File: src/rtl/core/fpa_pkg.sv
// ----------------------------------------------------------------------------
// fpa_pkg
// Shared constants, operation codes and pipeline types of the fixed-point ALU.
// ----------------------------------------------------------------------------
package fpa_pkg;

   localparam int FRAC_BITS = 8;
   localparam int NUM_W     = 32 + FRAC_BITS;
   localparam int NUM_CELLS = NUM_W;

   localparam logic [31:0] RAW_MAX = 32'h7fff_ffff;
   localparam logic [31:0] RAW_MIN = 32'h8000_0000;

   typedef enum logic [3:0] {
      OP_ADD, OP_SUB, OP_MUL, OP_DIV, OP_GT, OP_LT, OP_GE, OP_LE,
      OP_EQ, OP_NE, OP_MIN, OP_MAX, OP_INC, OP_DEC, OP_TO_INT, OP_FROM_INT
   } op_type;

   // One transaction as it travels down the divider chain
   typedef struct packed {
      logic             valid;
      op_type           op;
      logic             neg;
      logic             dzero;
      logic             err;
      logic             flag;
      logic [31:0]      res;
      logic [31:0]      maga;
      logic [31:0]      den;
      logic [63:0]      prod;
      logic [NUM_W-1:0] num;
      logic [31:0]      rem;
      logic [NUM_W-1:0] quot;
   } stage_type;

   // Clamp a 33-bit signed value to 32 bits; returns {error, value}
   function automatic logic [32:0] sat33(input logic [32:0] v);
      logic [32:0] r;
      begin
         if (v[32] != v[31]) begin
            r = {1'b1, (v[32] ? RAW_MIN : RAW_MAX)};
         end else begin
            r = {1'b0, v[31:0]};
         end
         return r;
      end
   endfunction

endpackage

File: src/rtl/core/fpa_div_cell.sv
// ----------------------------------------------------------------------------
// fpa_div_cell
// One restoring-division cell: resolves one quotient bit per transaction.
// ----------------------------------------------------------------------------
module fpa_div_cell
   import fpa_pkg::*;
(
   input  logic      clock,
   input  logic      reset,
   input  stage_type stage_in,
   output stage_type stage_out
);

   stage_type   cell_in, cell_ff;
   logic [32:0] rem_sh;
   logic [33:0] trial;
   logic        qbit;

   // Shift in the next numerator bit and try a subtract
   always_comb begin
      rem_sh       = {stage_in.rem, stage_in.num[NUM_W-1]};
      trial        = {1'b0, rem_sh} - {2'b00, stage_in.den};
      qbit         = !trial[33];
      cell_in      = stage_in;
      cell_in.rem  = qbit ? trial[31:0] : rem_sh[31:0];
      cell_in.num  = {stage_in.num[NUM_W-2:0], 1'b0};
      cell_in.quot = {stage_in.quot[NUM_W-2:0], qbit};
   end

   always_ff @(posedge clock) begin
      if (reset) begin
         cell_ff <= '0;
      end else begin
         cell_ff <= cell_in;
      end
   end

   assign stage_out = cell_ff;

endmodule

File: config.mk
export PLATFORM = sky130hd
export DESIGN_NAME = fpa_div_cell
export DESIGN_NICKNAME = d
export VERILOG_FILES = /design/src/rtl/core/fpa_pkg.sv /design/src/rtl/core/fpa_div_cell.sv
export SDC_FILE = /design/constraint.sdc
export NUM_CORES = 1
export LEC_CHECK = 0
export BUFFER_PORTS_ARGS = -buffer_cell sky130_fd_sc_hd__buf_2
export CORE_AREA = 10 10 212 214
export DETAILED_ROUTE_END_ITERATION = 7
export DIE_AREA = 0 0 222 224
export GPL_ROUTABILITY_DRIVEN = 0
export GPL_TIMING_DRIVEN = 1
export PLACE_DENSITY = 0.49
export SYNTH_ARGS = -nofsm -noshare
export SYNTH_HDL_FRONTEND = slang
export SYNTH_SLANG_ARGS = --single-unit
File: constraint.sdc
create_clock -name clock -period 3.75 [get_ports clock]
set_input_delay 0.5625 -clock clock [delete_from_list [all_inputs] [get_ports clock]]
set_output_delay 0.5625 -clock clock [all_outputs]
set_load 0.01 [all_outputs]
Yosys cells after proc, flatten, opt, wreduce, memory -nomap -nowiden --
Cells that the tools add are included. Widths: inputs -> output; s select.
Word-level totals: register bits 281, input bits 283, output and inout bits 281
Operators by class: $add $sub $neg 1, multiplexer cells 1, reductions and logical operators 1
Operators with widths (number):
- $sub 33x32->34 | 1
- $mux 32 | 1
- $logic_not 1->1 | 1

Logic depth before layout (Yosys ltp) --
depth after elaboration 2, gate-level depth with buffers 13, depth with buffers taken out 13

Least setup slack after synthesis --
No wires, ideal clock.
path kind input-to-reg, from input port stage_in[111] (netlist bit), to register cell_ff (netlist bit stage_out[70]), setup time 0.132 ns, arrival time 2.645 ns, data required time 3.618 ns, path slack 0.972 ns, stages 13, path buffers 0, cells stage by stage inv_1 -> ha_1 -> inv_1 -> fa_1 -> a21oi_1 -> o211ai_1 -> o2111ai_1 -> a211oi_2 -> o2111ai_2 -> nand3_2 -> mux2i_1 -> a2111oi_2 -> o31ai_1
Between the ends: cells in the longest elaborated chain, start to end 2
Ends and longest elaborated chain:
- from (decl) | line fpa_div_cell.sv:10 | input stage_type stage_in,
- $sub 33x32->34 | line fpa_div_cell.sv:22 | trial = {1'b0, rem_sh} - {2'b00, stage_in.den};
- $mux 32 | line fpa_div_cell.sv:25 | cell_in.rem = qbit ? trial[31:0] : rem_sh[31:0];
- to (signal assigned) | line fpa_div_cell.sv:34 | cell_ff <= cell_in;
- to (decl) | line fpa_div_cell.sv:14 | stage_type cell_in, cell_ff;
Every way passes these cells. A chain may end at the register's enable or synchronous reset.

Worst setup path in the final report --
from input port stage_in[111] (netlist bit), to register cell_ff (netlist bit stage_out[60])
Same word-level chain as after synthesis.

==> insert_results.sql <==
INSERT INTO impl_metrics (metric_group, metric, value, unit) VALUES
('critical_path', 'timing.critical_path.arrival', '3.27', 'ns'),
('final_layout', 'flow.area_growth_from_synthesis', '47.38', '%'),
('cts', 'numClockSinks', '280', ''),
('sta', 'max_freq', '0.3622', 'GHz'),
('critical_path', 'timing.critical_path.to_type', 'flop', ''),
('critical_path', 'slowest_delay', '0.42', 'ns'),
('cts', 'postcts_resize_cnt', '0', ''),
('synth', 'netlist_area_pre_place', '0.009575', 'sq mm'),
('sta', 'worst_slew_margin_rel', '0.4111', ''),
('die', 'core-area', '0.04055', 'sq mm'),
('global_route', 'first_global_vias', '8480', ''),
('synth', 'synthArstFlopShare', '0', ''),
('sta', 'tightest_slew', '0.8834', 'ns'),
('critical_path', 'cp-start-kind', 'input pin', ''),
('pwr', 'static-leakage-power', '0.007087', 'uW'),
('pwr', 'switchingPower', '1921', 'uW'),
('final_layout', 'final_core_util', '0.3480', ''),
('synth', 'portion_of_the_post_synthesis_area_used_by_sequential_elements', '0.5854', ''),
('route', 'routedWlPerCell', '20.28', 'microns'),
('outcome', 'status', 'complete, no violations', ''),
('pwr', 'pwr_density_cell', '534.6', 'mW/mm^2'),
('final_layout', 'final-instance-count-excl-fill', '2040', ''),
('cts', 'tritoncts', 'yes', ''),
('final_layout', 'sequential_cell_area', '0.005605', 'sq mm'),
('synth', 'synthFlopType', 'sky130_fd_sc_hd__dfxtp_1', ''),
('critical_path', 'crit_slowest_cell', 'sky130_fd_sc_hd__fa_1', ''),
('die', 'fp.dieW', '222', 'microns'),
('pwr', 'sw_frac_of_total', '0.2547', ''),
('die', 'die-area', '0.04973', 'sq mm'),
('route', 'drt_iter0_markers', '428', ''),
('synth', 'synth_commonest_cells', '280 x sky130_fd_sc_hd__dfxtp_1, 222 x sky130_fd_sc_hd__nor2b_1, 77 x sky130_fd_sc_hd__nor2_1, 43 x sky130_fd_sc_hd__inv_1, 33 x sky130_fd_sc_hd__a21oi_1', ''),
('sta', 'grt_setup_unrepaired', 'no', ''),
('synth', 'syn_area_per_cell', '10.49', 'sq um'),
('critical_path', 'crit_path_start', 'stage_in[111]', ''),
('critical_path', 'timing.setup.critical_path_class', 'in -> reg', ''),
('global_route', 'grt_overflow', '0', ''),
('route', 'detail_route.wirelength', '41370', 'microns'),
('synth', 'synth_nets', '1229', ''),
('final_layout', 'max_reg_flops', '280', ''),
('critical_path', 'critical_path_required', '4.26', 'ns'),
('synth', 'synth_top_area_frac', '0.5854', ''),
('global_route', 'antenna_violations_before_repair', '19', ''),
('cts', 'cts_hold_buffers', '0', ''),
('min_path', 'worst_hold_path_type', 'in -> reg', ''),
('pwr', 'power.share.sequential', '0.426', ''),
('sta', 'period_share', '0.7362', ''),
('global_route', 'pin_count_of_the_biggest_net_entering_global_routing', '123', ''),
('die', 'num_io_pins', '564', ''),
('global_route', 'first_pass_grt_wire_length', '58730', 'microns'),
('synth', 'ys.warnings.count', '0', ''),
('final_layout', 'nFillCells', '4263', ''),
('placed_design', 'numPortBuffers', '561', ''),
('synth', 'synth_cell_type_count', '59', ''),
('critical_path', 'timing.critical_path.buf_inv', '3', ''),
('critical_path', 'sequence_of_cells_on_the_critical_path', 'buf_2 -> inv_1 -> ha_1 -> inv_1 -> fa_1 -> a21oi_1 -> o211ai_1 -> o2111ai_1 -> nand3_1 -> a21oi_1 -> nor2b_1 -> o41ai_1 -> o21ai_1 -> a21oi_1', ''),
('final_layout', 'design.final.nets', '1793', ''),
('sta', 'post-route-min-period', '2.761', 'ns'),
('critical_path', 'cp_common_cell', 'sky130_fd_sc_hd__a21oi_1', ''),
('die', 'num_rows', '74', ''),
('sta', 'timing_hold_violations_final', '0', ''),
('placed_design', 'detail_placement_hpwl', '34410', 'microns'),
('sta', 'finalMaxSlewViolations', '0', ''),
('synth', 'netlist_top_cells_area', 'sky130_fd_sc_hd__dfxtp_1 59%, sky130_fd_sc_hd__nor2b_1 15%, sky130_fd_sc_hd__ha_1 4.2%, sky130_fd_sc_hd__nor2_1 3.0%, sky130_fd_sc_hd__mux2i_1 2.4%', ''),
('pwr', 'combPwrFrac', '0.145', ''),
('cts', 'cts-root-buf', 'sky130_fd_sc_hd__clkbuf_16', ''),
('route', 'drc_errors', '0', ''),
('synth', 'area_leader_netlist', 'sky130_fd_sc_hd__dfxtp_1', ''),
('final_layout', 'multiInputGateArea', '0.003620', 'sq mm'),
('critical_path', 'cell_family_with_the_largest_share_of_critical_path_delay', 'compound AO/OA/AOI/OAI gates', ''),
('global_route', 'grtUsageTotal', '0.1560', ''),
('sta', 'tns', '0', 'ns');
==> final timing paths <==
| check | to | slack (ns) | depth (start not counted) |
|---|---|---|---|
| worst max-delay path | stage_out[60] | 0.99 | 14 |
| worst min-delay path | stage_out[92] | 0.19 | 2 |
==> through the flow <==
step	hold WS (ns)	power, uW	setup slack [ns]	instance area, sq um
floorplan	0.6907	3869	0.9722	9575
global placement	0.7700	4383	0.4104	12990
detailed placement	0.7758	4387	0.3609	12990
CTS	0.1562	7665	0.9671	14090
global route	0.1655	7867	0.7409	14100
finish	0.1927	7544	0.9892	14110
==> cells in the final DEF (no fill, tap or decap), drive strengths merged, types with 2 or more instances in the layout <==
| master | Yosys | layout |
|---|---|---|
| dfxtp | 280 | 280 |
| clkinv | 0 | 8 |
| nand3 | 10 | 10 |
| o21ai | 21 | 21 |
| xnor2 | 17 | 17 |
| ha | 32 | 32 |
| nand3b | 3 | 3 |
| o311ai | 2 | 2 |
| bufinv | 0 | 4 |
| o41ai | 3 | 3 |
| and3 | 2 | 2 |
| nor3 | 6 | 6 |
| nand2 | 26 | 26 |
| o211a | 2 | 2 |
| nand4 | 5 | 5 |
| mux2i | 23 | 23 |
| xor2 | 5 | 5 |
| clkbuf | 33 | 44 |
| or3 | 2 | 2 |
| a21oi | 36 | 36 |
| o211ai | 3 | 3 |
| diode | 0 | 7 |
| o2111ai | 4 | 4 |
| a21o | 7 | 7 |
| nor2b | 222 | 222 |
| nor2 | 77 | 77 |
| nand2b | 3 | 3 |
| a211oi | 9 | 9 |
| inv | 43 | 44 |
| a31oi | 7 | 7 |
| buf | 8 | 571 |
| o31ai | 2 | 2 |
==> layout make-up <==
type / instances / share of cell area
Clock inverter: 14 / 0.01383
Tap cell: 532 / 0.04717
Antenna cell: 7 / 0.001241
Timing Repair Buffer: 572 / 0.2081
Inverter: 43 / 0.01144
Sequential cell: 280 / 0.3972
Multi-Input combinational cell: 549 / 0.2565
Clock buffer: 43 / 0.06454
==> routing by layer <==
layer / GRT usage / up-vias / share of wire
met3: 0.06303 / 79 / 0.087
li1: - / 4091 / -
met2: 0.2880 / 348 / 0.52
met1: 0.1592 / 3801 / 0.36
met5: 0 / - / 0.0040
met4: 0.04367 / 24 / 0.029
==> power by group through the flow <==
stage / registers [uW] / clock network (uW) / logic [uW]
after detailed placement: 3280 / 0 / 1110
after floorplan: 3380 / 0 / 490
after CTS: 3210 / 3330 / 1120
final: 3210 / 3240 / 1090
after global routing: 3230 / 3430 / 1210
after global placement: 3280 / 0 / 1110
==> cell families (layout without fill, tap and decap cells) <==
| group | after synthesis | after routing | synth area share |
|---|---|---|---|
| muxes | 24 | 24 | 0.02522 |
| DFF | 280 | 280 | 0.5854 |
| AOI/OAI and AO/OA | 105 | 105 | 0.07723 |
| and+or+nand+nor | 364 | 364 | 0.2112 |
| other | 1 | 8 | 0.0003916 |
| buffers and inverters | 84 | 672 | 0.03659 |
| adders and majority gates | 33 | 33 | 0.04390 |
| xor gates and xnor gates | 22 | 22 | 0.02012 |
No activity file was read; power rests on OpenSTA's default activity.
