File: src/rtl/core/fpa_pkg.sv
// ----------------------------------------------------------------------------
// fpa_pkg
// Shared constants, operation codes and pipeline types of the fixed-point ALU.
// ----------------------------------------------------------------------------
package fpa_pkg;

   localparam int FRAC_BITS = 8;
   localparam int NUM_W     = 32 + FRAC_BITS;
   localparam int NUM_CELLS = NUM_W;

   localparam logic [31:0] RAW_MAX = 32'h7fff_ffff;
   localparam logic [31:0] RAW_MIN = 32'h8000_0000;

   typedef enum logic [3:0] {
      OP_ADD, OP_SUB, OP_MUL, OP_DIV, OP_GT, OP_LT, OP_GE, OP_LE,
      OP_EQ, OP_NE, OP_MIN, OP_MAX, OP_INC, OP_DEC, OP_TO_INT, OP_FROM_INT
   } op_type;

   // One transaction as it travels down the divider chain
   typedef struct packed {
      logic             valid;
      op_type           op;
      logic             neg;
      logic             dzero;
      logic             err;
      logic             flag;
      logic [31:0]      res;
      logic [31:0]      maga;
      logic [31:0]      den;
      logic [63:0]      prod;
      logic [NUM_W-1:0] num;
      logic [31:0]      rem;
      logic [NUM_W-1:0] quot;
   } stage_type;

   // Clamp a 33-bit signed value to 32 bits; returns {error, value}
   function automatic logic [32:0] sat33(input logic [32:0] v);
      logic [32:0] r;
      begin
         if (v[32] != v[31]) begin
            r = {1'b1, (v[32] ? RAW_MIN : RAW_MAX)};
         end else begin
            r = {1'b0, v[31:0]};
         end
         return r;
      end
   endfunction

endpackage

File: src/rtl/core/fpa_finish.sv
// ----------------------------------------------------------------------------
// fpa_finish
// Rounding, saturation and sign of products and quotients; output register.
// ----------------------------------------------------------------------------
module fpa_finish
   import fpa_pkg::*;
(
   input  logic        clock,
   input  logic        reset,
   input  stage_type   stage_in,
   output logic        rsp_valid,
   output logic [31:0] rsp_result,
   output logic        rsp_flag,
   output logic        rsp_error
);

   logic        valid_ff;
   logic [31:0] result_ff, result_in;
   logic        flag_ff, flag_in, error_ff, error_in;
   logic [63:0] mul_mag, div_mag, mag;
   logic        round_up, over;

   // Round, clamp and sign the wide results
   always_comb begin
      mul_mag  = (stage_in.prod + (64'd1 << (FRAC_BITS - 1))) >> FRAC_BITS;
      round_up = {stage_in.rem, 1'b0} >= {1'b0, stage_in.den};
      div_mag  = 64'(stage_in.quot) + 64'(round_up);
      mag      = (stage_in.op == OP_MUL) ? mul_mag : div_mag;
      over     = stage_in.neg ? (mag > 64'h8000_0000) : (mag > 64'h7fff_ffff);

      result_in = stage_in.res;
      flag_in   = stage_in.flag;
      error_in  = stage_in.err;
      if (stage_in.op == OP_DIV && stage_in.dzero) begin
         error_in  = 1'b1;
         result_in = stage_in.neg ? RAW_MIN : RAW_MAX;
      end else if (stage_in.op == OP_MUL || stage_in.op == OP_DIV) begin
         error_in = over;
         if (over) begin
            result_in = stage_in.neg ? RAW_MIN : RAW_MAX;
         end else begin
            result_in = stage_in.neg ? (~mag[31:0] + 32'd1) : mag[31:0];
         end
      end
   end

   always_ff @(posedge clock) begin
      result_ff <= result_in;
      flag_ff   <= flag_in;
      error_ff  <= error_in;
      if (reset) begin
         valid_ff <= 1'b0;
      end else begin
         valid_ff <= stage_in.valid;
      end
   end

   assign rsp_valid  = valid_ff;
   assign rsp_result = result_ff;
   assign rsp_flag   = flag_ff;
   assign rsp_error  = error_ff;

endmodule
File: config.mk
export PLATFORM = sky130hd
export DESIGN_NAME = fpa_finish
export DESIGN_NICKNAME = d
export VERILOG_FILES = /design/src/rtl/core/fpa_pkg.sv /design/src/rtl/core/fpa_finish.sv
export SDC_FILE = /design/constraint.sdc
export NUM_CORES = 1
export LEC_CHECK = 0
export BUFFER_PORTS_ARGS = -buffer_cell sky130_fd_sc_hd__buf_2
export CORE_AREA = 2 2 125 127
export CTS_BUF_LIST = sky130_fd_sc_hd__clkbuf_8
export CTS_CLUSTER_SIZE = 24
export DETAILED_ROUTE_END_ITERATION = 6
export DIE_AREA = 0 0 127 129
export GPL_TIMING_DRIVEN = 0
export PLACE_DENSITY = 0.8
export RECOVER_POWER = 100
export SLEW_MARGIN = 30
export SYNTH_ARGS = -nofsm -noshare
export SYNTH_HDL_FRONTEND = slang
export SYNTH_SLANG_ARGS = --single-unit
File: constraint.sdc
create_clock -name clock -period 12.7 [get_ports clock]
set_input_delay 1.27 -clock clock [delete_from_list [all_inputs] [get_ports clock]]
set_output_delay 1.27 -clock clock [all_outputs]
set_load 0.02 [all_outputs]
Word-level counts from Yosys, hierarchy flattened
Cells that the tools add are included.
{"block": "op_classes", "addsub": 3, "n_reduce_logical": 2, "bitwise": 1, "n_mux": 8, "magnitude_cmp": 3, "n_eq_ne": 2}
{"operator": "$mux W32", "n": 5}
{"operator": "$add A64 B8 Y64 const B", "n": 1}
{"operator": "$gt A56 B31 Y1 const B", "n": 1}
{"operator": "$gt A56 B32 Y1 const B", "n": 1}
{"operator": "$mux W56", "n": 1}
{"operator": "$add A40 B1 Y41", "n": 1}
{"operator": "$ge A33 B32 Y1", "n": 1}
{"operator": "$add A32 B1 Y32 const B", "n": 1}
{"operator": "$not A32 Y32", "n": 1}
{"operator": "$eq A4 B2 Y1 const B", "n": 2}
{"operator": "$mux W1", "n": 2}
{"operator": "$logic_and A1 B1 Y1", "n": 1}
{"operator": "$logic_or A1 B1 Y1", "n": 1}
{"block": "totals", "output_inout_bits": 35, "inputBits": 283, "register_bits": 35}

Logic depth before layout (Yosys ltp)
{"block": "logic_depth", "word_depth": 9, "ltp_mapped": 27, "mapped_depth_nobuf": 26}

Worst setup path before layout
OpenSTA, ideal clock, no wires.
{"block": "synth_path", "path_kind": "input port to flip-flop", "start": "input stage_in[194] (netlist name)", "end": "register result_ff[11] (netlist: rsp_result[11])", "arrival_time_ps": 5867, "stages": 25, "required_ps": 12555, "setup_slack_ps": 6687, "n_path_buf": 1, "cell_sequence": "inv_1 -> ha_1 -> a21o_1 -> a21o_1 -> a21o_1 -> a21o_1 -> a21o_1 -> a21o_1 -> a21oi_1 -> nor2_1 -> a2111oi_0 -> o21ai_0 -> ha_1 -> ha_1 -> buf_2 -> nand4_1 -> nor4_4 -> and3_1 -> or3_1 -> a31o_1 -> a21boi_2 -> nand4_4 -> o31a_1 -> o211ai_4 -> o311ai_2"}
{"block": "synth_via", "elab_chain_len": 9, "elab_cells_between_ends": 12}
{"element": "from (decl)", "line_no": "fpa_finish.sv:10", "rtl": "input stage_type stage_in,"}
{"element": "$ge A33 B32 Y1 *", "line_no": "fpa_finish.sv:26", "rtl": "round_up = {stage_in.rem, 1'b0} >= {1'b0, stage_in.den};"}
{"element": "$add A40 B1 Y41 *", "line_no": "fpa_finish.sv:27", "rtl": "div_mag = 64'(stage_in.quot) + 64'(round_up);"}
{"element": "$mux W56 *", "line_no": "fpa_finish.sv:28", "rtl": "mag = (stage_in.op == OP_MUL) ? mul_mag : div_mag;"}
{"element": "$not A32 Y32", "line_no": "fpa_finish.sv:42", "rtl": "result_in = stage_in.neg ? (~mag[31:0] + 32'd1) : mag[31:0];"}
{"element": "$add A32 B1 Y32", "line_no": "fpa_finish.sv:42"}
{"element": "$mux W32", "line_no": "fpa_finish.sv:42"}
{"element": "$mux W32 *", "line_no": "fpa_finish.sv:39", "rtl": "if (over) begin"}
{"element": "$mux W32 *", "line_no": "fpa_finish.sv:37", "rtl": "end else if (stage_in.op == OP_MUL || stage_in.op == OP_DIV) begin"}
{"element": "$mux W32 *", "line_no": "fpa_finish.sv:34", "rtl": "if (stage_in.op == OP_DIV && stage_in.dzero) begin"}
{"element": "net result_in[11]", "line_no": "fpa_finish.sv:18", "rtl": "logic [31:0] result_ff, result_in;"}
{"element": "to (signal assigned)", "line_no": "fpa_finish.sv:48", "rtl": "result_ff <= result_in;"}
{"element": "to (decl)", "line_no": "fpa_finish.sv:18"}
Mark *: on every way through the listed nets, which the timed path passes. The rest lies on a longest branch.
A chain may end at the register's enable or synchronous reset.

Worst setup path in the final report
{"block": "layout_path", "start": "input stage_in[57] (netlist name)", "end": "register result_ff[14] (netlist: rsp_result[14])"}
The elaborated chain is that of the path after synthesis.

==> flow_metrics.env <==
export IMPL_worst_pin_slew_ns=1.21
export IMPL_num_vias=7801
export IMPL_yosysUniqueCellTypes=95
export IMPL_synth_seq_cells=35
export IMPL_yosys_warnings=0
export IMPL_clockRootBuffer="clkbuf_8"
export IMPL_synthFlopType="dfxtp_1"
export IMPL_grt_pass1_vias=7031
export IMPL_synth_area_mm2=0.00638
export IMPL_max_cap_violations=0
export IMPL_swShare=0.397
export IMPL_cts_inserted_buffers=5
export IMPL_criticalPathCategory="primary input to flip-flop"
export IMPL_worst_slack_ns=5.05
export IMPL_clkTransAtPathRegs_ns=0.06
export IMPL_routedWlPerCell_um=17.6
export IMPL_utilization=0.518
export IMPL_grt_max_degree=11
export IMPL_worst_path_max_fanout=9
export IMPL_p_per_area_mw_per_mm2=50.4
export IMPL_start_kind="primary input"
export IMPL_synth_nets=1177
export IMPL_dp_slack_ns=5.80
export IMPL_drt_antenna_violating_nets=0
export IMPL_post_synth_cell_area_avg_um2=7.44
export IMPL_post_cts_buffers=0
export IMPL_syn2layout_area_growth_pct=21.5
export IMPL_firstDrtPassIters=6
export IMPL_async_reset_ff_frac=0
export IMPL_clock_power_share=0.205
export IMPL_arrival_ns=7.79
export IMPL_p_leak_uw=0.00326
export IMPL_viasPerCell=6.05
export IMPL_ios=318
export IMPL_drc=0
export IMPL_ir_drop_v=0.0000391
export IMPL_endpoint_kind="flip-flop"
export IMPL_finish_net_count=1413
export IMPL_grt_usage=0.260
export IMPL_gp_congestion=0.984
export IMPL_cts_sinks=35
export IMPL_relSlewSlack=0.190
export IMPL_fin_cells=1289
export IMPL_status="complete, no violations"
export IMPL_seq_power_share=0.308
export IMPL_wl_um=22700
export IMPL_period_share=0.602
export IMPL_core_mm2=0.0150
export IMPL_dp_hpwl_um=18900
export IMPL_synth_sequential_area_ratio=0.110
export IMPL_cts_tree="done"
export IMPL_gr_total_overflow=0
export IMPL_dp_cells=1275
export IMPL_power_switching_uw=155
export IMPL_antenna_found_initial=9
export IMPL_hold_path_depth=1
export IMPL_die_width_um=127
export IMPL_grt_pass1_wl_um=35000
export IMPL_max_freq_mhz=131
export IMPL_slew_viol_final=0
export IMPL_intPower_uw=236
export IMPL_synth_edff_count=0
export IMPL_final_common_cell="buf_2"
export IMPL_comb_power_share=0.487
export IMPL_fin_crit_ns=7.65
export IMPL_cts_resized=0
export IMPL_rows=45
export IMPL_cp_required_ns=12.84
export IMPL_setup_violations=0
export IMPL_finalPower_uw=391
export IMPL_ctsHtreeMaxLevel=2
export IMPL_rsz0062_at_grt="no"
export IMPL_synthCells=858
export IMPL_first_iter_violations=881
export IMPL_hp_class="primary input to flip-flop"
export IMPL_mostFrequentLayoutCells="207 x buf_2, 90 x nand2_1, 59 x nor2_1"
export IMPL_start_util=0.426
export IMPL_cts_hold_buf=0
export IMPL_setup_tns_ns=0
export IMPL_dieArea_mm2=0.0164
export IMPL_io_buffers=229
export IMPL_cts_path_max_buffers=2
export IMPL_drive_gt1_frac=0.266
export IMPL_finalHoldViolCount=0
export IMPL_dieHeight_um=129
## cells by family (layout without fill, tap and decap cells)
kind of cell,Yosys count,in the layout,share of synthesized area
AOI/OAI and AO/OA,181,181,0.222
xor gates and xnor gates,70,70,0.0961
adders and majority gates,36,36,0.0706
buffers and inverters,86,322,0.0670
DFF,35,35,0.110
muxes,28,28,0.0455
other,0,7,0
and+or+nand+nor,422,422,0.389
## final timing paths
kind	endpoint	slack, ns	startpoint
min	rsp_flag$_DFF_P_	1.09	stage_in[272]
max	rsp_result[14]$_DFF_P_	5.05	stage_in[57]
## flip-flops by register name (all words and copies together), names as in the netlist
| register | cells |
|---|---|
| rsp_error | 1 |
| rsp_flag | 1 |
| rsp_valid | 1 |
| rsp_result | 32 |
## per-layer routing
| metal | GRT usage | wire length [um] |
|---|---|---|
| met1 | 0.339 | 9600 |
| met2 | 0.426 | 9990 |
| met3 | 0.0611 | 2390 |
| met4 | 0.0860 | 699 |
| met5 | 0 | 13 |
## worst max-delay path: stages
cell	delay, ns
buf_2	0.10
ha_1	0.30
a21o_1	0.17
a21o_1	0.17
a21o_1	0.17
a21o_1	0.16
a21o_1	0.16
a21o_1	0.18
a21oi_1	0.16
nor2_1	0.06
a2111oi_0	0.39
o21ai_0	0.16
ha_1	0.27
ha_1	0.34
nand2_1	0.07
o21ai_0	0.14
inv_1	0.14
ha_1	0.18
inv_1	0.07
a21oi_1	0.31
nand4_1	0.31
nor4_1	0.62
nand4_4	0.27
o31ai_1	1.03
nand2_4	0.11
o311ai_0	0.48
## synth_stat cells, drive strengths merged, types with 4 or more instances
cell type	count	area, um^2
nor3	34	180
and3	17	108
nor3b	4	30.0
and2	11	68.8
mux2	5	56.3
or4	6	53.8
a311oi	8	88.8
nor2	60	233
clkbuf	11	42.5
a21oi	27	139
or2	5	31.3
and4	18	159
dfxtp	35	701
o211ai	11	101
o2111ai	5	50.0
inv	42	158
xor2	26	228
o21ai	34	181
o21a	8	60.1
o31ai	7	80.1
nor4b	4	53.8
nand3	54	275
mux2i	23	234
a21o	15	113
nor2b	4	25.0
xnor2	44	385
o31a	5	43.8
buf	31	215
a31oi	20	125
nand2b	6	37.5
nand2	93	367
o311ai	5	73.8
a211oi	11	113
ha	36	450
or3	10	62.6
nor4	36	334
nand4	55	420
## area by class of cell
type,instances,area [um^2]
repair buffers,229,1100
multi-input cells,737,5190
flip-flops and latches,35,701
diodes,7,17.5
inverters,43,161
clock inverters,1,5.00
well taps,188,235
clock buffers,6,82.6
plain buffers,43,263
fillers,1532,7220
## through the flow
stage	cell area, um^2	hold WS, ns
finish	7760	1.09
global route	7750	1.09
CTS	7850	1.09
detailed placement	7760	1.38
global placement	7760	1.38
floorplan	6380	1.30
## power groups by stage
stage	clock (uW)	combinational (uW)	sequential, uW
after global routing	84.3	208	121
after global placement	0	188	123
final	80.0	191	121
after detailed placement	0	191	123
after floorplan	0	99.8	134
after CTS	80.7	192	120
Note: power is estimated with default switching activity, not from simulation.
