===== src/rtl/core/fpa_pkg.sv =====
// ----------------------------------------------------------------------------
// fpa_pkg
// Shared constants, operation codes and pipeline types of the fixed-point ALU.
// ----------------------------------------------------------------------------
package fpa_pkg;

   localparam int FRAC_BITS = 8;
   localparam int NUM_W     = 32 + FRAC_BITS;
   localparam int NUM_CELLS = NUM_W;

   localparam logic [31:0] RAW_MAX = 32'h7fff_ffff;
   localparam logic [31:0] RAW_MIN = 32'h8000_0000;

   typedef enum logic [3:0] {
      OP_ADD, OP_SUB, OP_MUL, OP_DIV, OP_GT, OP_LT, OP_GE, OP_LE,
      OP_EQ, OP_NE, OP_MIN, OP_MAX, OP_INC, OP_DEC, OP_TO_INT, OP_FROM_INT
   } op_type;

   // One transaction as it travels down the divider chain
   typedef struct packed {
      logic             valid;
      op_type           op;
      logic             neg;
      logic             dzero;
      logic             err;
      logic             flag;
      logic [31:0]      res;
      logic [31:0]      maga;
      logic [31:0]      den;
      logic [63:0]      prod;
      logic [NUM_W-1:0] num;
      logic [31:0]      rem;
      logic [NUM_W-1:0] quot;
   } stage_type;

   // Clamp a 33-bit signed value to 32 bits; returns {error, value}
   function automatic logic [32:0] sat33(input logic [32:0] v);
      logic [32:0] r;
      begin
         if (v[32] != v[31]) begin
            r = {1'b1, (v[32] ? RAW_MIN : RAW_MAX)};
         end else begin
            r = {1'b0, v[31:0]};
         end
         return r;
      end
   endfunction

endpackage


===== src/rtl/core/fpa_prep.sv =====
// ----------------------------------------------------------------------------
// fpa_prep
// Input register, simple operations, operand magnitudes and the product.
// ----------------------------------------------------------------------------
module fpa_prep
   import fpa_pkg::*;
(
   input  logic        clock,
   input  logic        reset,
   input  logic        take,
   input  logic [3:0]  operation,
   input  logic [31:0] operand_a,
   input  logic [31:0] operand_b,
   output stage_type   stage_out
);

   logic        valid_ff;
   op_type      op_ff;
   logic [31:0] a_ff;
   logic [31:0] b_ff;
   stage_type   st2_in, st2_ff, st3_in, st3_ff;

   logic [32:0] sum, dif, incv, decv;
   logic [63:0] wide;
   logic        lt, eq;

   // Capture the transaction
   always_ff @(posedge clock) begin
      a_ff  <= operand_a;
      b_ff  <= operand_b;
      op_ff <= op_type'(operation);
      if (reset) begin
         valid_ff <= 1'b0;
      end else begin
         valid_ff <= take;
      end
   end

   // Evaluate the simple operations and magnitudes
   always_comb begin
      sum  = {a_ff[31], a_ff} + {b_ff[31], b_ff};
      dif  = {a_ff[31], a_ff} - {b_ff[31], b_ff};
      incv = {a_ff[31], a_ff} + 33'd1;
      decv = {a_ff[31], a_ff} - 33'd1;
      wide = {{32{a_ff[31]}}, a_ff} << FRAC_BITS;
      lt   = $signed(a_ff) < $signed(b_ff);
      eq   = a_ff == b_ff;

      st2_in       = '0;
      st2_in.valid = valid_ff;
      st2_in.op    = op_ff;
      st2_in.neg   = a_ff[31] ^ b_ff[31];
      st2_in.dzero = b_ff == 32'd0;
      st2_in.maga  = a_ff[31] ? (~a_ff + 32'd1) : a_ff;
      st2_in.den   = b_ff[31] ? (~b_ff + 32'd1) : b_ff;
      st2_in.num   = {st2_in.maga, {FRAC_BITS{1'b0}}};

      case (op_ff)
         OP_ADD:   {st2_in.err, st2_in.res} = sat33(sum);
         OP_SUB:   {st2_in.err, st2_in.res} = sat33(dif);
         OP_INC:   {st2_in.err, st2_in.res} = sat33(incv);
         OP_DEC:   {st2_in.err, st2_in.res} = sat33(decv);
         OP_GT:    st2_in.flag = !lt && !eq;
         OP_LT:    st2_in.flag = lt;
         OP_GE:    st2_in.flag = !lt;
         OP_LE:    st2_in.flag = lt || eq;
         OP_EQ:    st2_in.flag = eq;
         OP_NE:    st2_in.flag = !eq;
         OP_MIN:   st2_in.res = lt ? a_ff : b_ff;
         OP_MAX:   st2_in.res = (!lt && !eq) ? a_ff : b_ff;
         OP_TO_INT: st2_in.res = 32'($signed(a_ff) >>> FRAC_BITS);
         OP_FROM_INT: begin
            if (wide[63:31] != {33{wide[31]}}) begin
               st2_in.err = 1'b1;
               st2_in.res = a_ff[31] ? RAW_MIN : RAW_MAX;
            end else begin
               st2_in.res = wide[31:0];
            end
         end
         default: st2_in.res = '0;
      endcase
   end

   // Form the magnitude product
   always_comb begin
      st3_in      = st2_ff;
      st3_in.prod = 64'(st2_ff.maga) * 64'(st2_ff.den);
   end

   // Advance the operand and product stages
   always_ff @(posedge clock) begin
      if (reset) begin
         st2_ff <= '0;
         st3_ff <= '0;
      end else begin
         st2_ff <= st2_in;
         st3_ff <= st3_in;
      end
   end

   assign stage_out = st3_ff;

endmodule


===== config.mk =====
export PLATFORM = sky130hd
export DESIGN_NAME = fpa_prep
export DESIGN_NICKNAME = d
export VERILOG_FILES = /design/src/rtl/core/fpa_pkg.sv /design/src/rtl/core/fpa_prep.sv
export SDC_FILE = /design/constraint.sdc
export NUM_CORES = 2
export LEC_CHECK = 0
export ABC_CLOCK_PERIOD_IN_PS = 22100
export BUFFER_PORTS_ARGS = -buffer_cell sky130_fd_sc_hd__buf_4
export CAP_MARGIN = 15
export CORE_ASPECT_RATIO = 0.5
export CORE_MARGIN = 10
export CORE_UTILIZATION = 30
export CTS_BUF_LIST = sky130_fd_sc_hd__clkbuf_8
export DETAILED_ROUTE_END_ITERATION = 8
export SYNTH_ARGS = -nofsm -noshare
export SYNTH_HDL_FRONTEND = slang
export SYNTH_SLANG_ARGS = --single-unit

===== constraint.sdc =====
create_clock -name clock -period 22.1 [get_ports clock]
set_clock_uncertainty 0.15 [all_clocks]
set_input_delay 4.42 -clock clock [delete_from_list [all_inputs] [get_ports clock]]
set_output_delay 4.42 -clock clock [all_outputs]
set_load 0.01 [all_outputs]

Word-level counts from Yosys, hierarchy flattened

Cells that the tools add are included.

Output and inout bits: 281
Register bits after elaboration: 535

Mux-type cells: 18
Multipliers: 1
Reductions and logical operators: 7
Magnitude comparators: 1
Bitwise logic cells: 4
Add/sub/neg operators: 6
Equality and inequality tests: 19

Operator list:

| cell                                                                   | number |
|---|---|
| 32-bit 2-to-1 mux                                                      | 9 |
| 32-bit one-hot mux with 8 select lines                                 | 1 |
| 33-bit 2-to-1 mux                                                      | 4 |
| 32-bit by 1-bit adder with 32-bit output (second input constant)       | 2 |
| 32-bit by 32-bit multiplier with 64-bit output                         | 1 |
| 32-bit NOT                                                             | 2 |
| 32-bit by 2-bit adder with 33-bit output (second input constant)       | 1 |
| 32-bit by 32-bit adder with 33-bit output                              | 1 |
| 32-bit by 2-bit subtractor with 33-bit output (second input constant)  | 1 |
| 32-bit by 32-bit subtractor with 33-bit output                         | 1 |
| 32-bit equality test                                                   | 1 |
| 4-bit equality test (second input constant)                            | 8 |
| 32-bit logical NOT                                                     | 1 |
| 32-bit less-than comparator                                            | 1 |
| 32-bit != test                                                         | 1 |
| 31-bit 2-to-1 mux                                                      | 1 |
| 4-bit by 3-bit equality test with 1-bit output (second input constant) | 4 |
| 1-bit one-hot mux with 6 select lines                                  | 1 |
| 1-bit one-hot mux with 5 select lines                                  | 1 |
| 4-bit by 1-bit equality test with 1-bit output (second input constant) | 1 |
| 4-bit logical NOT                                                      | 1 |
| 1-bit != test                                                          | 4 |
| 1-bit logical NOT                                                      | 2 |
| 2-bit OR reduction                                                     | 1 |
| 5 further kinds                                                        | 5 |

Longest topological paths before layout

Depth after elaboration: 5
Mapped depth: 28

Worst setup path after synthesis

OpenSTA, ideal clock, no wires.

Path type: register to register
Start: register, netlist name st2_ff[96]
End: register st3_ff, in the netlist stage_out[173]
Data arrival time: 7170 ps
Slack: 14652 ps
Library setup time: 128 ps
Cell stages (with the launch flop): 25
Period minus slack after synthesis: 7448 ps
Cell sequence: dfxtp_1 -> clkbuf_1 -> nand2_1 -> fa_1 -> fa_1 -> fa_1 -> fa_1 -> inv_1 -> fa_1 -> fa_1 -> inv_1 -> fa_1 -> fa_1 -> inv_1 -> ha_1 -> a21oi_1 -> o21bai_1 -> or2_2 -> a311oi_1 -> o31ai_1 -> a2111oi_2 -> o31ai_1 -> a211oi_1 -> xor2_1 -> nor2_1

RTL lines:

| what                   | line           | RTL |
|---|---|---|
| end signal: assignment | fpa_prep.sv:97 | `st3_ff <= st3_in;` |
| end: declaration       | fpa_prep.sv:21 | `stage_type st2_in, st2_ff, st3_in, st3_ff;` |

Final worst setup path

Start: register st2_ff[178] (netlist name)
End: register st3_ff, in the netlist stage_out[174]

Word-level cells in the longest chain between the ends: 1

RTL lines:

| what                                           | line           | RTL |
|---|---|---|
| start: declaration                             | fpa_prep.sv:21 |  |
| start signal: assignment                       | fpa_prep.sv:96 | `st2_ff <= st2_in;` |
| 32-bit by 32-bit multiplier with 64-bit output | fpa_prep.sv:87 | `st3_in.prod = 64'(st2_ff.maga) * 64'(st2_ff.den);` |

Every way passes these cells.
A chain may end at the register's enable or synchronous reset.

==> flow_summary_export.csv <==
group,metric,value,unit
run_status,status,"complete, no violations",
clock_tree,cts_tree,"done",
run,cap_violations,0,
critical_path,crit_slowest_cell,"dfxtp_1",
floorplan,dieArea,188000,um2
synth,synth-edff-count,0,
synth,yosysUniqueCellTypes,81,
synth,avgSynthCellArea,8.801,um2
pwr,switching_share,0.5288,
pwr,ir_drop,155.7,uV
clock_tree,numCtsBuffers,56,
pwr,pwr-share-seq,0.141,
drt,drt-initial-drc-count,2976,
drt,drtPass1Iterations,6,
timing,fmax,110.8,MHz
placement,dp_hpwl,126300,um
drt,wl_per_cell,20.71,um
timing,worst_slew_pin_slew,1.247,ns
clock_tree,clk_latency,0.76,ns
synth,synth_area,51030,um2
floorplan,die_x,603.3,um
timing,layout_min_cycle_time,9.025,ns
floorplan,io_pins,352,
clock_tree,ctsResizeCount,0,
finish,final_cell_mix,"inv_1 (932), fa_1 (898), nand2_1 (610)",
pwr,p_per_area,94.16,nW/um2
finish,fin_cells,8161,
drt,routed-via-count,40010,
timing,tns,0,ns
pwr,power_switching,0.002789,W
global_routing,grt_pass1_wl,258700,um
synth,synth-main-ff-cell,"dfxtp_1",
finish,seq_area,6873,um2
drt,final_antenna_net_count,0,
critical_path,cp-end-kind,"register",
clock_tree,cts_sinks,343,
critical_path,path_cells,"nand2_1, fa_1, fa_1, fa_1, fa_1, inv_1, fa_1, fa_1, inv_1, fa_1, fa_1, inv_1, ha_1, and3_1, and2_1, a21oi_1, o2111ai_1, a31oi_1, nor4_1, a21oi_1, o21ai_0, a41oi_1, mux2_2",
floorplan,std_cell_rows,106,
finish,syn2layout_area_growth,9.766,%
critical_path,critPathLaunchType,"register",
floorplan,core-area,168000,um2
placement,io_buffers,271,
timing,setup_violations,0,
timing,hold_viol,0,
drt,drc,0,
finish,final_common_cell,"inv_1",
clock_tree,cts_hold_buffers,0,
critical_path,slowest_delay,1.12,ns
global_routing,track_usage,0.1756,
global_routing,grt_max_degree,97,
global_routing,first_global_vias,41750,
critical_path,worstPathMaxFanout,33,
pwr,power,0.005274,W
pwr,power.leakage,26.24,nW
finish,n_fill_cell,17620,
placement,place_inst,8052,
finish,utilization,0.3333,
critical_path,cp_top_family,"adder cells",
global_routing,antenna_found_initial,4,
timing,slew_violations,0,
floorplan,die_y,311.6,um
drt,drt_wl_total,169000,um
critical_path,crit_buf_inv,3,
clock_tree,cts_htree_levels,2,
finish,multiInputGateArea,38860,um2
clock_tree,cts_setup_buffers,0,
clock_tree,cts_root_buffer,"clkbuf_8",
synth,syn_inst,5798,
floorplan,initial_core_util,0.3037,
pwr,p_clk_frac,0.113,
timing,fin_crit_sh,0.4084,
timing,finalWorstSetupSlack,13.08,ns
critical_path,path_class,"reg2reg",
pwr,p_int,0.002485,W
drt,avgViaCountPerCell,4.902,
synth,ys_async_sr_fraction,0,
global_routing,globalRoute.totalOverflow,0,
finish,layout-drive-gt1-share,0.08577,
critical_path,critPathRequiredTime,22.53,ns
placement,place_ws,13.11,ns
clock_tree,clockBufferDepth,3,
clock_tree,path_clk_slew,0.07,ns
synth,ys_warn_count,0,
pwr,combPwrFrac,0.746,
synth,synth_seq_cells,343,
placement,gp_congestion,0.9375,
critical_path,cp.arrival,9.45,ns
finish,layout.nets,7144,
timing,rsz0062_at_grt,"no",
critical_path,crit_top_cell,"fa_1",
synth,yosysSeqAreaShare,0.1346,
hold_path,holdCritPathClass,"reg2reg",
timing,relSlewSlack,0.1683,
==> kinds of logic (layout without fill, tap and decap cells) <==
| logic type | count (synthesis) | after routing | synth area share |
|---|---|---|---|
| muxes | 47 | 47 | 0.009342 |
| and+or+nand+nor | 1893 | 1893 | 0.1875 |
| AOI/OAI and AO/OA | 694 | 694 | 0.08763 |
| other | 1 | 85 | 0.00007349 |
| xor gates and xnor gates | 214 | 214 | 0.03673 |
| adders and majority gates | 1230 | 1230 | 0.4337 |
| buffers and inverters | 1376 | 1387 | 0.1104 |
| DFF | 343 | 343 | 0.1346 |
==> Yosys cell counts (137+ instances only) <==
| master | count | share of area |
|---|---|---|
| a21oi_1 | 188 | 0.018 |
| dfxtp_1 | 343 | 0.13 |
| nor2_1 | 276 | 0.020 |
| clkbuf_1 | 307 | 0.023 |
| and2_1 | 591 | 0.072 |
| nand2_1 | 610 | 0.045 |
| inv_1 | 914 | 0.067 |
| ha_1 | 332 | 0.081 |
| xnor2_1 | 145 | 0.025 |
| o21ai_0 | 147 | 0.014 |
| fa_1 | 898 | 0.35 |
| nor2b_1 | 137 | 0.017 |
==> through the flow <==
step / hold slack (ns) / area [um2]
2_1_floorplan: 0.2638 / 51320
3_3_place_gp: 0.2659 / 54770
3_5_place_dp: 0.2704 / 54770
4_1_cts: 0.2845 / 55970
5_1_grt: 0.2994 / 56000
6_report: 0.2839 / 56010
==> power by group through the flow <==
stage	Sequential [W]	Clock (W)	Combinational, W
after CTS	0.000747	0.000625	0.00396
after detailed placement	0.000760	0	0.00394
final	0.000745	0.000596	0.00393
after floorplan	0.000765	0	0.00265
after global placement	0.000759	0	0.00394
after global routing	0.000752	0.000649	0.00435
==> layout make-up <==
| cell class | instances | area share |
|---|---|---|
| antenna | 5 | 0.0002234 |
| clock buffer | 68 | 0.01671 |
| clock inverter | 35 | 0.004669 |
| inverter | 915 | 0.06132 |
| multi-input combinational | 4158 | 0.6938 |
| sequential | 343 | 0.1227 |
| tap | 2268 | 0.05066 |
| timing repair buffer | 369 | 0.04993 |
==> path summary, 6_finish.rpt <==
check | endpoint | depth (start not counted) | startpoint | slack, ns
worst max register to register | stage_out[174] | 23 | st2_ff[178] | 13.08
worst min register to register | stage_out[240] | 1 | st2_ff[240] | 0.28
worst max-delay path | stage_out[174] | 23 | st2_ff[178] | 13.08
worst min-delay path | stage_out[240] | 1 | st2_ff[240] | 0.28
==> registers in the layout (all words and copies together) (netlist names) <==
register,flops
b_ff,32
a_ff,32
stage_out,169
valid_ff,1
st2_ff,105
op_ff,4
==> metal layers <==
metal  GRT usage  wire length, um
met2      0.2930            80430
met3     0.02819            12550
met5           0                0
met4     0.07260             7716
met1      0.2257            68310
Note: power is estimated with default switching activity, not from simulation.
